File: src/rtl/core/utf8_text_glyph_layout_defines.svh
// Assertion macros shared by the glyph layout RTL.
// Included by the files that carry concurrent assertions; needs nothing else.
`ifndef UTF8_TEXT_GLYPH_LAYOUT_DEFINES_SVH
`define UTF8_TEXT_GLYPH_LAYOUT_DEFINES_SVH

// Check cons in the same cycle as ante.
`define UTGL_ASSERT_NOW(lbl, clk, rst_n, ante, cons) \
  lbl: assert property (@(posedge clk) disable iff (!rst_n) (ante) |-> (cons)) \
    else $error("utgl: assertion failed");

// Check cons in the cycle after ante.
`define UTGL_ASSERT_NXT(lbl, clk, rst_n, ante, cons) \
  lbl: assert property (@(posedge clk) disable iff (!rst_n) (ante) |=> (cons)) \
    else $error("utgl: assertion failed");

`endif

File: src/rtl/core/utgl_pkg.sv
// Types, codes and helper functions of the UTF-8 glyph layout block.
// No dependencies; imported by utgl_front, utgl_back and the top module.
package utgl_pkg;

  typedef enum logic [1:0] {
    ACT_START = 2'd0,
    ACT_TEXT  = 2'd1,
    ACT_END   = 2'd2
  } action_t;

  typedef enum logic [1:0] {
    TAIL_NONE    = 2'd0,
    TAIL_GLYPH   = 2'd1,
    TAIL_NEWLINE = 2'd2
  } tail_t;

  localparam logic [1:0] TBL_CTRL  = 2'd0;
  localparam logic [1:0] TBL_BASIC = 2'd1;
  localparam logic [1:0] TBL_EXT   = 2'd2;

  localparam logic [6:0] GLYPH_QMARK  = 7'd63;
  localparam logic [7:0] BYTE_NEWLINE = 8'h0A;
  localparam logic [7:0] BYTE_NUL     = 8'h00;

  localparam int QUEUE_DEPTH = 4;

  typedef struct packed {
    logic [1:0] tbl;
    logic [6:0] index;
  } glyph_t;

  localparam glyph_t QMARK_GLYPH = '{tbl: TBL_BASIC, index: GLYPH_QMARK};

  typedef struct packed {
    logic       is_start;
    logic [1:0] n_qmark;
    tail_t      tail;
    glyph_t     glyph;
  } cmd_ctl_t;

  function automatic logic is_cont(logic [7:0] b);
    return (b & 8'hC0) == 8'h80;
  endfunction

  function automatic logic is_lead2(logic [7:0] b);
    return (b & 8'hE0) == 8'hC0;
  endfunction

  function automatic logic is_lead3(logic [7:0] b);
    return (b & 8'hF0) == 8'hE0;
  endfunction

  function automatic glyph_t classify(logic [15:0] cp);
    glyph_t     g;
    logic [7:0] off;
    off = cp[7:0] - 8'hA0;
    if (cp < 16'h0020) begin
      g.tbl   = TBL_CTRL;
      g.index = cp[6:0];
    end else if (cp < 16'h0080) begin
      g.tbl   = TBL_BASIC;
      g.index = cp[6:0];
    end else if (cp >= 16'h00A0 && cp <= 16'h00FF) begin
      g.tbl   = TBL_EXT;
      g.index = off[6:0];
    end else begin
      g = QMARK_GLYPH;
    end
    return g;
  endfunction

endpackage

File: src/rtl/core/utgl_if.sv
// Channel interfaces of the UTF-8 glyph layout block: input, result, config.
// No dependencies.
interface utgl_in_if #(parameter int COORD_BITS = 16);
  logic                         valid;
  logic                         ready;
  logic [1:0]                   action;
  logic signed [COORD_BITS-1:0] origin_x;
  logic signed [COORD_BITS-1:0] origin_y;
  logic [7:0]                   text_byte;
  modport source (output valid, action, origin_x, origin_y, text_byte, input ready);
  modport sink   (input valid, action, origin_x, origin_y, text_byte, output ready);
endinterface

interface utgl_out_if #(parameter int COORD_BITS = 16);
  logic                         valid;
  logic                         ready;
  logic [1:0]                   glyph_table;
  logic [6:0]                   glyph_index;
  logic signed [COORD_BITS-1:0] pixel_x;
  logic signed [COORD_BITS-1:0] pixel_y;
  logic                         last_of_run;
  modport source (output valid, glyph_table, glyph_index, pixel_x, pixel_y, last_of_run,
                  input ready);
  modport sink   (input valid, glyph_table, glyph_index, pixel_x, pixel_y, last_of_run,
                  output ready);
endinterface

interface utgl_cfg_if;
  logic       valid;
  logic       ready;
  logic [4:0] scale_factor;
  modport source (output valid, scale_factor, input ready);
  modport sink   (input valid, scale_factor, output ready);
endinterface

File: src/rtl/core/utgl_front.sv
// Front end: accepts requests, assembles UTF-8 sequences, emits layout commands.
// Depends on utgl_pkg and utgl_in_if.
module utgl_front (
  input  logic              clk,
  input  logic              rst_n,
  utgl_in_if.sink           in_chan,
  input  logic              scale_zero,
  input  logic              q_full,
  output logic              push,
  output utgl_pkg::cmd_ctl_t cmd_ctl
);
  import utgl_pkg::*;

  logic [1:0] held_count_r, held_count_nxt;
  logic [7:0] held0_r, held0_nxt;
  logic [7:0] held1_r, held1_nxt;
  logic       accept;
  logic       alone;
  logic [7:0] b;

  assign in_chan.ready = !q_full;
  assign accept        = in_chan.valid && in_chan.ready;
  assign b             = in_chan.text_byte;

  always_comb begin
    cmd_ctl          = '0;
    cmd_ctl.tail     = TAIL_NONE;
    held_count_nxt   = held_count_r;
    held0_nxt        = held0_r;
    held1_nxt        = held1_r;
    alone            = 1'b0;
    if (accept) begin
      case (in_chan.action)
        ACT_START: begin
          cmd_ctl.is_start = 1'b1;
          held_count_nxt   = 2'd0;
        end
        ACT_TEXT, ACT_END: begin
          if (!scale_zero) begin
            if (in_chan.action == ACT_END || b == BYTE_NUL) begin
              cmd_ctl.n_qmark = held_count_r;
              held_count_nxt  = 2'd0;
            end else begin
              case (held_count_r)
                2'd0: alone = 1'b1;
                2'd1: begin
                  if (!is_cont(b)) begin
                    cmd_ctl.n_qmark = 2'd1;
                    alone           = 1'b1;
                  end else if (is_lead2(held0_r)) begin
                    cmd_ctl.tail   = TAIL_GLYPH;
                    cmd_ctl.glyph  = classify({5'd0, held0_r[4:0], b[5:0]});
                    held_count_nxt = 2'd0;
                  end else begin
                    held1_nxt      = b;
                    held_count_nxt = 2'd2;
                  end
                end
                2'd2: begin
                  if (is_cont(b)) begin
                    cmd_ctl.tail   = TAIL_GLYPH;
                    cmd_ctl.glyph  = classify({held0_r[3:0], held1_r[5:0], b[5:0]});
                    held_count_nxt = 2'd0;
                  end else begin
                    cmd_ctl.n_qmark = 2'd2;
                    alone           = 1'b1;
                  end
                end
                default: alone = 1'b1;
              endcase
              if (alone) begin
                held_count_nxt = 2'd0;
                if (b == BYTE_NEWLINE) begin
                  cmd_ctl.tail = TAIL_NEWLINE;
                end else if (b < 8'h80) begin
                  cmd_ctl.tail  = TAIL_GLYPH;
                  cmd_ctl.glyph = classify({8'd0, b});
                end else if (is_lead2(b) || is_lead3(b)) begin
                  held0_nxt      = b;
                  held_count_nxt = 2'd1;
                end else begin
                  cmd_ctl.tail  = TAIL_GLYPH;
                  cmd_ctl.glyph = QMARK_GLYPH;
                end
              end
            end
          end
        end
        default: ;
      endcase
    end
  end

  assign push = accept &&
                (cmd_ctl.is_start || cmd_ctl.n_qmark != 2'd0 || cmd_ctl.tail != TAIL_NONE);

  always_ff @(posedge clk) begin
    if (!rst_n) begin
      held_count_r <= 2'd0;
    end else begin
      held_count_r <= held_count_nxt;
    end
  end

  always_ff @(posedge clk) begin
    held0_r <= held0_nxt;
    held1_r <= held1_nxt;
  end

endmodule

File: src/rtl/core/utgl_queue.sv
// Short command queue between the front and back ends of the glyph layout.
// Depends on the assertion macro header.
module utgl_queue #(
  parameter int WIDTH = 32,
  parameter int DEPTH = 4
) (
  input  logic             clk,
  input  logic             rst_n,
  input  logic             push,
  input  logic [WIDTH-1:0] wdata,
  input  logic             pop,
  output logic [WIDTH-1:0] rdata,
  output logic             full,
  output logic             empty
);
  `include "utf8_text_glyph_layout_defines.svh"

  localparam int PTR_BITS = (DEPTH > 1) ? $clog2(DEPTH) : 1;
  localparam int CNT_BITS = $clog2(DEPTH + 1);
  localparam logic [PTR_BITS-1:0] LAST_PTR = PTR_BITS'(DEPTH - 1);
  localparam logic [CNT_BITS-1:0] FULL_CNT = CNT_BITS'(DEPTH);

  logic [WIDTH-1:0]    mem_r [DEPTH];
  logic [PTR_BITS-1:0] wr_ptr_r, wr_ptr_nxt;
  logic [PTR_BITS-1:0] rd_ptr_r, rd_ptr_nxt;
  logic [CNT_BITS-1:0] count_r, count_nxt;

  assign full  = count_r == FULL_CNT;
  assign empty = count_r == '0;
  assign rdata = mem_r[rd_ptr_r];

  always_comb begin
    wr_ptr_nxt = wr_ptr_r;
    rd_ptr_nxt = rd_ptr_r;
    count_nxt  = count_r;
    if (push) begin
      wr_ptr_nxt = (wr_ptr_r == LAST_PTR) ? '0 : wr_ptr_r + 1'b1;
    end
    if (pop) begin
      rd_ptr_nxt = (rd_ptr_r == LAST_PTR) ? '0 : rd_ptr_r + 1'b1;
    end
    if (push && !pop) begin
      count_nxt = count_r + 1'b1;
    end else if (pop && !push) begin
      count_nxt = count_r - 1'b1;
    end
  end

  always_ff @(posedge clk) begin
    if (!rst_n) begin
      wr_ptr_r <= '0;
      rd_ptr_r <= '0;
      count_r  <= '0;
    end else begin
      wr_ptr_r <= wr_ptr_nxt;
      rd_ptr_r <= rd_ptr_nxt;
      count_r  <= count_nxt;
    end
  end

  always_ff @(posedge clk) begin
    if (push) begin
      mem_r[wr_ptr_r] <= wdata;
    end
  end

  `UTGL_ASSERT_NOW(a_no_push_full, clk, rst_n, full, !push)
  `UTGL_ASSERT_NOW(a_no_pop_empty, clk, rst_n, empty, !pop)
  `UTGL_ASSERT_NXT(a_count_step, clk, rst_n, push && !pop, count_r == $past(count_r) + 1'b1)

endmodule

File: src/rtl/core/utgl_back.sv
// Back end: runs layout commands, tracks the cursor and drives the result register.
// Depends on utgl_pkg, utgl_out_if and the assertion macro header.
module utgl_back #(
  parameter int COORD_BITS = 16
) (
  input  logic                         clk,
  input  logic                         rst_n,
  input  logic                         q_empty,
  input  utgl_pkg::cmd_ctl_t           head,
  input  logic signed [COORD_BITS-1:0] head_ox,
  input  logic signed [COORD_BITS-1:0] head_oy,
  input  logic [4:0]                   scale_factor,
  output logic                         pop,
  utgl_out_if.source                   out_chan
);
  import utgl_pkg::*;
  `include "utf8_text_glyph_layout_defines.svh"

  localparam int SW = COORD_BITS + 9;
  localparam logic signed [SW-1:0] MAX_S =
    {{(SW - COORD_BITS + 1){1'b0}}, {(COORD_BITS - 1){1'b1}}};

  function automatic logic signed [COORD_BITS-1:0] sat_add(
    logic signed [COORD_BITS-1:0] x,
    logic [7:0]                   step
  );
    logic signed [SW-1:0] s;
    s = SW'(x) + signed'({{(SW - 8){1'b0}}, step});
    return (s > MAX_S) ? MAX_S[COORD_BITS-1:0] : s[COORD_BITS-1:0];
  endfunction

  logic signed [COORD_BITS-1:0] col_r, col_nxt;
  logic signed [COORD_BITS-1:0] row_r, row_nxt;
  logic signed [COORD_BITS-1:0] line_r, line_nxt;
  logic [1:0]                   q_done_r, q_done_nxt;
  logic                         out_valid_r;
  logic [1:0]                   out_table_r;
  logic [6:0]                   out_index_r;
  logic signed [COORD_BITS-1:0] out_px_r;
  logic signed [COORD_BITS-1:0] out_py_r;
  logic                         out_last_r;
  logic                         can_go;
  logic [1:0]                   remaining;
  logic [7:0]                   step;
  logic                         emit;
  logic                         emit_qm;
  logic                         emit_last;
  glyph_t                       emit_glyph;

  assign can_go    = !out_valid_r || out_chan.ready;
  assign remaining = head.n_qmark - q_done_r;
  assign step      = {scale_factor, 3'b000};

  always_comb begin
    col_nxt    = col_r;
    row_nxt    = row_r;
    line_nxt   = line_r;
    q_done_nxt = q_done_r;
    pop        = 1'b0;
    emit       = 1'b0;
    emit_qm    = 1'b0;
    emit_last  = 1'b0;
    emit_glyph = QMARK_GLYPH;
    if (!q_empty && can_go) begin
      if (head.is_start) begin
        col_nxt    = head_ox;
        line_nxt   = head_ox;
        row_nxt    = head_oy;
        pop        = 1'b1;
        q_done_nxt = 2'd0;
      end else if (remaining != 2'd0) begin
        emit    = 1'b1;
        emit_qm = 1'b1;
        col_nxt = sat_add(col_r, step);
        if (remaining == 2'd1 && head.tail != TAIL_GLYPH) begin
          emit_last  = 1'b1;
          pop        = 1'b1;
          q_done_nxt = 2'd0;
          if (head.tail == TAIL_NEWLINE) begin
            col_nxt = line_r;
            row_nxt = sat_add(row_r, step);
          end
        end else begin
          q_done_nxt = q_done_r + 2'd1;
        end
      end else begin
        pop        = 1'b1;
        q_done_nxt = 2'd0;
        case (head.tail)
          TAIL_GLYPH: begin
            emit       = 1'b1;
            emit_last  = 1'b1;
            emit_glyph = head.glyph;
            col_nxt    = sat_add(col_r, step);
          end
          TAIL_NEWLINE: begin
            col_nxt = line_r;
            row_nxt = sat_add(row_r, step);
          end
          default: ;
        endcase
      end
    end
  end

  always_ff @(posedge clk) begin
    if (!rst_n) begin
      col_r       <= '0;
      row_r       <= '0;
      line_r      <= '0;
      q_done_r    <= 2'd0;
      out_valid_r <= 1'b0;
    end else begin
      col_r    <= col_nxt;
      row_r    <= row_nxt;
      line_r   <= line_nxt;
      q_done_r <= q_done_nxt;
      if (emit) begin
        out_valid_r <= 1'b1;
      end else if (out_chan.ready) begin
        out_valid_r <= 1'b0;
      end
    end
  end

  always_ff @(posedge clk) begin
    if (emit) begin
      out_table_r <= emit_glyph.tbl;
      out_index_r <= emit_glyph.index;
      out_px_r    <= col_r;
      out_py_r    <= row_r;
      out_last_r  <= emit_last;
    end
  end

  assign out_chan.valid       = out_valid_r;
  assign out_chan.glyph_table = out_table_r;
  assign out_chan.glyph_index = out_index_r;
  assign out_chan.pixel_x     = out_px_r;
  assign out_chan.pixel_y     = out_py_r;
  assign out_chan.last_of_run = out_last_r;

  `UTGL_ASSERT_NOW(a_qdone_range, clk, rst_n, !q_empty, q_done_r <= head.n_qmark)
  `UTGL_ASSERT_NXT(a_glyph_last, clk, rst_n, pop && !head.is_start && head.tail == TAIL_GLYPH, out_valid_r && out_last_r)
  `UTGL_ASSERT_NXT(a_qmark_out, clk, rst_n, emit_qm, out_index_r == GLYPH_QMARK && out_table_r == TBL_BASIC)

endmodule

File: src/rtl/core/utf8_text_glyph_layout.sv
// UTF-8 glyph layout: one text byte per cycle goes in while the queue has room; each
// decoded character comes out as a glyph table, an index and the pixel position of its
// cell, 8 pixels times the scale factor on a side. The front end takes one request per
// cycle while the queue has room and turns it into at most one command; a four-entry
// queue feeds the back end, which delivers one result or one cursor move per cycle
// while the result channel is not stalled. An item that completes or starts nothing
// pushes no command; a broken sequence gives up to three '?' results. A result passes
// through the queue and then the result register. Both sides stall through the queue.
// Depends on utgl_pkg, utgl_if, utgl_front, utgl_queue and utgl_back.
module utf8_text_glyph_layout #(
  parameter int COORD_BITS = 16
) (
  input  logic        clk,
  input  logic        rst_n,
  utgl_cfg_if.sink    cfg_chan,
  utgl_in_if.sink     in_chan,
  utgl_out_if.source  out_chan
);
  import utgl_pkg::*;

  localparam int CTL_BITS = $bits(cmd_ctl_t);
  localparam int QW       = CTL_BITS + 2 * COORD_BITS;

  logic [4:0]                   scale_factor_r;
  logic                         q_full;
  logic                         q_empty;
  logic                         push;
  logic                         pop;
  cmd_ctl_t                     cmd_ctl;
  cmd_ctl_t                     head;
  logic [QW-1:0]                q_rdata;
  logic signed [COORD_BITS-1:0] head_ox;
  logic signed [COORD_BITS-1:0] head_oy;

  assign cfg_chan.ready = 1'b1;

  always_ff @(posedge clk) begin
    if (!rst_n) begin
      scale_factor_r <= 5'd1;
    end else if (cfg_chan.valid) begin
      scale_factor_r <= cfg_chan.scale_factor;
    end
  end

  utgl_front u_front (
    .clk        (clk),
    .rst_n      (rst_n),
    .in_chan    (in_chan),
    .scale_zero (scale_factor_r == 5'd0),
    .q_full     (q_full),
    .push       (push),
    .cmd_ctl    (cmd_ctl)
  );

  utgl_queue #(
    .WIDTH (QW),
    .DEPTH (QUEUE_DEPTH)
  ) u_queue (
    .clk   (clk),
    .rst_n (rst_n),
    .push  (push),
    .wdata ({cmd_ctl, in_chan.origin_x, in_chan.origin_y}),
    .pop   (pop),
    .rdata (q_rdata),
    .full  (q_full),
    .empty (q_empty)
  );

  assign head    = cmd_ctl_t'(q_rdata[QW-1 -: CTL_BITS]);
  assign head_ox = q_rdata[2*COORD_BITS-1 -: COORD_BITS];
  assign head_oy = q_rdata[COORD_BITS-1:0];

  utgl_back #(
    .COORD_BITS (COORD_BITS)
  ) u_back (
    .clk          (clk),
    .rst_n        (rst_n),
    .q_empty      (q_empty),
    .head         (head),
    .head_ox      (head_ox),
    .head_oy      (head_oy),
    .scale_factor (scale_factor_r),
    .pop          (pop),
    .out_chan     (out_chan)
  );

endmodule
File: src/flat_wrapper.sv
// flat-port wrapper written by rule: the top's interface ports become plain ports
module utf8_text_glyph_layout_flat import utgl_pkg::*;
#(
  parameter int COORD_BITS = 16
)
  (clk, rst_n, cfg_chan_valid, cfg_chan_scale_factor, cfg_chan_ready, in_chan_valid, in_chan_action, in_chan_origin_x, in_chan_origin_y, in_chan_text_byte, in_chan_ready, out_chan_valid, out_chan_glyph_table, out_chan_glyph_index, out_chan_pixel_x, out_chan_pixel_y, out_chan_last_of_run, out_chan_ready);
  utgl_cfg_if cfg_chan_i ();
  utgl_in_if #(.COORD_BITS(COORD_BITS)) in_chan_i ();
  utgl_out_if #(.COORD_BITS(COORD_BITS)) out_chan_i ();
  input  logic clk;
  input  logic rst_n;
  input wire logic [$bits(cfg_chan_i.valid)-1:0] cfg_chan_valid;
  input wire logic [$bits(cfg_chan_i.scale_factor)-1:0] cfg_chan_scale_factor;
  output wire logic [$bits(cfg_chan_i.ready)-1:0] cfg_chan_ready;
  input wire logic [$bits(in_chan_i.valid)-1:0] in_chan_valid;
  input wire logic [$bits(in_chan_i.action)-1:0] in_chan_action;
  input wire logic [$bits(in_chan_i.origin_x)-1:0] in_chan_origin_x;
  input wire logic [$bits(in_chan_i.origin_y)-1:0] in_chan_origin_y;
  input wire logic [$bits(in_chan_i.text_byte)-1:0] in_chan_text_byte;
  output wire logic [$bits(in_chan_i.ready)-1:0] in_chan_ready;
  output wire logic [$bits(out_chan_i.valid)-1:0] out_chan_valid;
  output wire logic [$bits(out_chan_i.glyph_table)-1:0] out_chan_glyph_table;
  output wire logic [$bits(out_chan_i.glyph_index)-1:0] out_chan_glyph_index;
  output wire logic [$bits(out_chan_i.pixel_x)-1:0] out_chan_pixel_x;
  output wire logic [$bits(out_chan_i.pixel_y)-1:0] out_chan_pixel_y;
  output wire logic [$bits(out_chan_i.last_of_run)-1:0] out_chan_last_of_run;
  input wire logic [$bits(out_chan_i.ready)-1:0] out_chan_ready;
  assign cfg_chan_i.valid = cfg_chan_valid;
  assign cfg_chan_i.scale_factor = cfg_chan_scale_factor;
  assign cfg_chan_ready = cfg_chan_i.ready;
  assign in_chan_i.valid = in_chan_valid;
  assign in_chan_i.action = in_chan_action;
  assign in_chan_i.origin_x = in_chan_origin_x;
  assign in_chan_i.origin_y = in_chan_origin_y;
  assign in_chan_i.text_byte = in_chan_text_byte;
  assign in_chan_ready = in_chan_i.ready;
  assign out_chan_valid = out_chan_i.valid;
  assign out_chan_glyph_table = out_chan_i.glyph_table;
  assign out_chan_glyph_index = out_chan_i.glyph_index;
  assign out_chan_pixel_x = out_chan_i.pixel_x;
  assign out_chan_pixel_y = out_chan_i.pixel_y;
  assign out_chan_last_of_run = out_chan_i.last_of_run;
  assign out_chan_i.ready = out_chan_ready;
  utf8_text_glyph_layout #(.COORD_BITS(COORD_BITS)) u_core (.clk(clk), .rst_n(rst_n), .cfg_chan(cfg_chan_i), .in_chan(in_chan_i), .out_chan(out_chan_i));
endmodule
File: config.mk
export PLATFORM = sky130hd
export DESIGN_NAME = utf8_text_glyph_layout_flat
export DESIGN_NICKNAME = d
export VERILOG_FILES = /design/src/rtl/core/utgl_pkg.sv /design/src/rtl/core/utgl_if.sv /design/src/rtl/core/utgl_front.sv /design/src/rtl/core/utgl_queue.sv /design/src/rtl/core/utgl_back.sv /design/src/rtl/core/utf8_text_glyph_layout.sv /design/src/flat_wrapper.sv
export VERILOG_INCLUDE_DIRS = /design/src /design/src/rtl/core
export SDC_FILE = /design/constraint.sdc
export NUM_CORES = 1
export LEC_CHECK = 0
export ABC_AREA = 1
export BUFFER_PORTS_ARGS = -buffer_cell sky130_fd_sc_hd__buf_2
export CORE_MARGIN = 1.5
export CORE_UTILIZATION = 51
export CTS_CLUSTER_SIZE = 25
export DETAILED_ROUTE_END_ITERATION = 8
export PLACE_DENSITY = 0.77
export SLEW_MARGIN = 20
export SYNTH_ARGS = -nofsm -noshare
export SYNTH_HDL_FRONTEND = slang
export SYNTH_SLANG_ARGS = --single-unit
File: constraint.sdc
create_clock -name clk -period 4.2 [get_ports clk]
set_input_delay 0.63 -clock clk [delete_from_list [all_inputs] [get_ports clk]]
set_output_delay 0.63 -clock clk [all_outputs]
set_load 0.01 [all_outputs]
==> impl_summary.log <==
INFO  metric hold_start = cfg_chan_scale_factor[0]
INFO  metric worstHoldPathCells = 3
INFO  metric cts.repair.resized = 0
INFO  metric tns = 0 ns
INFO  metric clkTransAtPathRegs = 0.06 ns
INFO  metric timing.hold.worst_endpoint = u_core.scale_factor_r[0]
INFO  metric insertion_delay = 0.57 ns
INFO  metric synthesized_area_per_cell = 10.7 µm²
INFO  metric min_period_over_period = 83.0%
INFO  metric synth.area.mux_share = 0%
INFO  metric cts_tree = built
INFO  metric detail_route.vias_per_cell = 5.48
INFO  metric count_of_yosys_warnings_during_synthesis = 0
INFO  metric layout-area-overhead-vs-synth = 13.8%
INFO  metric max_cap_viol_count = 0
INFO  metric synth_fa_ha_area_share = 2.81%
INFO  metric vias_post_dr = 9532
INFO  metric cts_post_setup_buffers_inserted = 0
INFO  metric number_of_antenna_violations_at_the_first_check_in_global_routing = 1
INFO  metric failed_checks = DRC
INFO  metric p_total = 10400 µW
INFO  metric synth_nets = 1364
INFO  metric timing_hold_violations_final = 0
INFO  metric dp.final_hpwl = 19.0 mm
INFO  metric max_freq = 287 MHz
INFO  metric worstPathArrival = 3.92 ns
INFO  metric synth_compound_area_share = 12.2%
INFO  metric io_pins = 97
INFO  metric largest_family_of_logic_cells_by_synthesized_area = simple AND/OR/NAND/NOR gates
INFO  metric worstSetupStartpointType = flip-flop
INFO  metric sw_frac_of_total = 36.0%
INFO  metric clockRootBuffer = sky130_fd_sc_hd__clkbuf_16
INFO  metric synth_edf_count = 240
INFO  metric slew_violations = 0
INFO  metric numnets_final = 1461
INFO  metric power.internal = 6680 µW
INFO  metric cp_class = reg2reg
INFO  metric number_of_h_tree_levels = 1
INFO  metric switching_power = 3760 µW
INFO  metric firstDrtPassIters = 7
INFO  metric holdCritPathClass = in2reg
INFO  metric period_minus_slack = 3.49 ns
INFO  metric remaining_antenna_violation_count_after_routing = 0
INFO  metric synth.distinct_cells = 53
INFO  metric ir_worst_vdd = 0.000452 V
INFO  metric worst_slew_margin_rel = 33.1%
INFO  metric synth.yosys.seq_area_share = 62.4%
INFO  metric worst_slack = 0.714 ns
INFO  metric num_rows = 59
INFO  metric timing.reg2reg.worst_path_depth = 16
INFO  metric grt_usage = 21.0%
INFO  metric grt_pass1_wl = 47.1 mm
INFO  metric initial_utilization = 52.3%
INFO  metric leakage_power = 0.00595 µW
INFO  metric regToRegEndpoint = u_core.u_queue.count_r[2]
INFO  metric synthCells = 1283
INFO  metric dp_worst_setup_slack = 0.710 ns
INFO  metric grt_max_degree = 47
INFO  metric async_reset_ff_share = 0%
INFO  metric pwr-share-clk = 26.9%
INFO  metric cp_max_fo = 27
INFO  metric grt.met1_usage = 27.7%
INFO  metric sequentialPowerShare = 40.2%
INFO  metric run_status = finished with violations
INFO  metric globalRouteMet3Util = 3.30%
INFO  metric rsz_0062_raised_after_global_routing = no
INFO  metric placed_cell_area = 14500 µm²
INFO  metric place.port_buffers = 95
INFO  metric design.die.area = 27800 µm²
INFO  metric critical_path.endpoint_type = flip-flop
INFO  metric syn-cell-area = 13700 µm²
INFO  metric grt.met2_usage = 35.3%
INFO  metric share_comb_of_total_power = 33.0%
INFO  metric wl_per_cell = 16.7 µm
INFO  metric cts_inserted_buffers = 31
INFO  metric post_synth_and_or_nand_nor_area_fraction = 16.7%
INFO  metric grt.busiest_layer = met2
INFO  metric globalRouteOverflowTotal = 0
INFO  metric ctsHoldBuffers = 0
INFO  metric r2r_slack = 0.71 ns
INFO  metric floorplan.die.height = 167 µm
INFO  metric cell_pwr_density = 670 nW/µm²
INFO  metric timing.clock.skew = 0.0287 ns
INFO  metric drc = 9
INFO  metric core_area = 26200 µm²
INFO  metric gp_routability_congestion = 0.860
INFO  metric drtIter0Drc = 860
INFO  metric postSynth.topFlopCell = sky130_fd_sc_hd__edfxtp_1
INFO  metric critPathRequiredTime = 4.63 ns
INFO  metric clock-sinks = 307
INFO  metric yosys_register_bits = 307
INFO  metric setup_viol = 0
INFO  metric post-route-cell-area = 15600 µm²
INFO  metric die_w = 167 µm
INFO  metric clk_buf_depth = 3
INFO  metric post_route_cells_drive_above_1_share = 16.7%
INFO  metric via_count_of_the_first_global_routing_pass = 9239
INFO  metric worstMarginPinSlew = 1.00 ns
INFO  metric synth-xor-area-share = 1.09%
INFO  metric routed_wirelength = 29.1 mm
-- placed cells by master (no fill, tap or decap), types with 5 or more instances in the layout --
master	instances
sky130_fd_sc_hd__dfxtp_1	66
sky130_fd_sc_hd__o21ai_1	14
sky130_fd_sc_hd__ha_1	26
sky130_fd_sc_hd__nand2_1	212
sky130_fd_sc_hd__nor3_1	7
sky130_fd_sc_hd__a211oi_1	9
sky130_fd_sc_hd__xor2_1	9
sky130_fd_sc_hd__nand4_1	6
sky130_fd_sc_hd__buf_4	18
sky130_fd_sc_hd__bufinv_16	5
sky130_fd_sc_hd__inv_1	94
sky130_fd_sc_hd__nand3_2	5
sky130_fd_sc_hd__nor2_2	7
sky130_fd_sc_hd__clkbuf_1	5
sky130_fd_sc_hd__nand3_1	62
sky130_fd_sc_hd__a21oi_1	67
sky130_fd_sc_hd__nand2_4	5
sky130_fd_sc_hd__inv_2	6
sky130_fd_sc_hd__a21oi_2	10
sky130_fd_sc_hd__clkbuf_16	31
sky130_fd_sc_hd__xnor2_1	8
sky130_fd_sc_hd__edfxtp_1	240
sky130_fd_sc_hd__o221ai_1	19
sky130_fd_sc_hd__o22ai_1	8
sky130_fd_sc_hd__nand2_2	10
sky130_fd_sc_hd__o21ai_0	123
sky130_fd_sc_hd__a32o_1	12
sky130_fd_sc_hd__buf_2	95
sky130_fd_sc_hd__nor2_1	157
sky130_fd_sc_hd__nor2_4	6
-- Yosys cell counts, drive strengths merged, types with 2 or more instances --
cell	n	area [µm²]
a211oi	9	67.6
a21oi	77	423
a31oi	4	55.1
a32o	12	120
and2	2	12.5
buf	25	165
clkbuf	26	97.6
dfxtp	67	1340
edfxtp	240	7210
fa	3	60.1
ha	26	325
inv	101	382
nand2	229	955
nand3	71	430
nand3b	3	22.5
nand4	6	37.5
nor2	173	731
nor3	10	65.1
o21ai	138	702
o21bai	2	15.0
o221ai	19	166
o22ai	8	50.1
o31ai	3	22.5
or2	3	18.8
xnor2	8	70.1
xor2	9	78.8
-- worst max path at each step --
stage                     slack [ns]                 start                         end
after floorplan                 0.23  in_chan_text_byte[6]  u_core.u_queue.mem_r[3][0]
after global placement          0.78  in_chan_text_byte[0]   u_core.u_queue.count_r[1]
after detailed placement        0.71  in_chan_text_byte[2]   u_core.u_queue.count_r[1]
after CTS                       0.74             flip-flop   u_core.u_queue.count_r[2]
after global routing            0.42             flip-flop   u_core.u_queue.count_r[2]
final                           0.71             flip-flop   u_core.u_queue.count_r[2]
-- sequential cells by signal, summed over array words and instances (netlist names), named ones only --
name and cells:
u_core.u_back.out_chan.pixel_y 16, u_core.u_front.held1_r 6, u_core.u_back.line_r 16, u_core.u_front.held_count_r 2, u_core.u_back.out_chan.pixel_x 16, u_core.u_queue.wr_ptr_r 2
u_core.u_queue.count_r 3, u_core.u_back.col_r 16, u_core.u_back.q_done_r 2, u_core.scale_factor_r 5, u_core.u_queue.rd_ptr_r 2, u_core.u_back.out_chan.valid 1
u_core.u_back.out_chan.last_of_run 1, u_core.u_back.out_chan.glyph_index 7, u_core.u_back.out_chan.glyph_table 2, u_core.u_front.held0_r 8, u_core.u_queue.mem_r 184, u_core.u_back.row_r 16
-- layout make-up --
| cell class | count | area [µm²] |
|---|---|---|
| inverter | 102 | 385 |
| fill | 2098 | 10600 |
| clock buffer | 36 | 795 |
| multi-input combinational | 823 | 4530 |
| tap | 335 | 419 |
| timing repair buffer | 115 | 651 |
| sequential | 307 | 8550 |
| clock inverter | 21 | 253 |
| antenna | 1 | 2.50 |
-- stage by stage --
step | hold WS, ns | cells | utilization (%)
2_1_floorplan | 0.408 | 1283 | -
3_3_place_gp | 0.417 | 1682 | 55.5
3_5_place_dp | 0.419 | 1682 | 55.5
4_1_cts | 0.250 | 1739 | 59.4
5_1_grt | 0.260 | 1740 | 59.5
6_report | 0.272 | 1740 | 59.5
-- logic make-up (layout without fill, tap and decap cells) --
group                      Yosys count  count (layout)
AOI/OAI and AO/OA                  277             277
xor gates and xnor gates            17              17
adders and majority gates           29              29
buffers and inverters              153             274
DFF                                307             307
other                                1               2
and+or+nand+nor                    499             499
-- metal layers --
metal,up-vias,part of all wire [%]
met5,-,0
met4,0,2.3
met3,47,5.7
met2,269,48
met1,4545,44
li1,4671,-
-- power by group through the flow --
stage	Sequential, µW	Clock, µW	Combinational (µW)
5_1_grt	4250	2950	3840
6_report	4200	2810	3440
3_5_place_dp	4250	0	3410
3_3_place_gp	4240	0	3350
2_1_floorplan	4270	0	2500
4_1_cts	4190	2840	3440
-- worst max-delay path, cell delays in order, from the launching register on --
cell and delay [ns]:
sky130_fd_sc_hd__dfxtp_2 0.47, sky130_fd_sc_hd__inv_2 0.33, sky130_fd_sc_hd__nand2_1 0.09, sky130_fd_sc_hd__a32o_1 0.23, sky130_fd_sc_hd__ha_1 0.18, sky130_fd_sc_hd__xnor2_1 0.32, sky130_fd_sc_hd__nand3_4 0.17, sky130_fd_sc_hd__nand3_4 0.14
sky130_fd_sc_hd__nand3_1 0.10, sky130_fd_sc_hd__nand2_2 0.13, sky130_fd_sc_hd__ha_1 0.17, sky130_fd_sc_hd__inv_1 0.07, sky130_fd_sc_hd__fa_1 0.44, sky130_fd_sc_hd__a21oi_1 0.15, sky130_fd_sc_hd__o21ai_0 0.13, sky130_fd_sc_hd__o21ai_0 0.16
sky130_fd_sc_hd__a21oi_1 0.06
No activity file was read; power rests on OpenSTA's default activity.
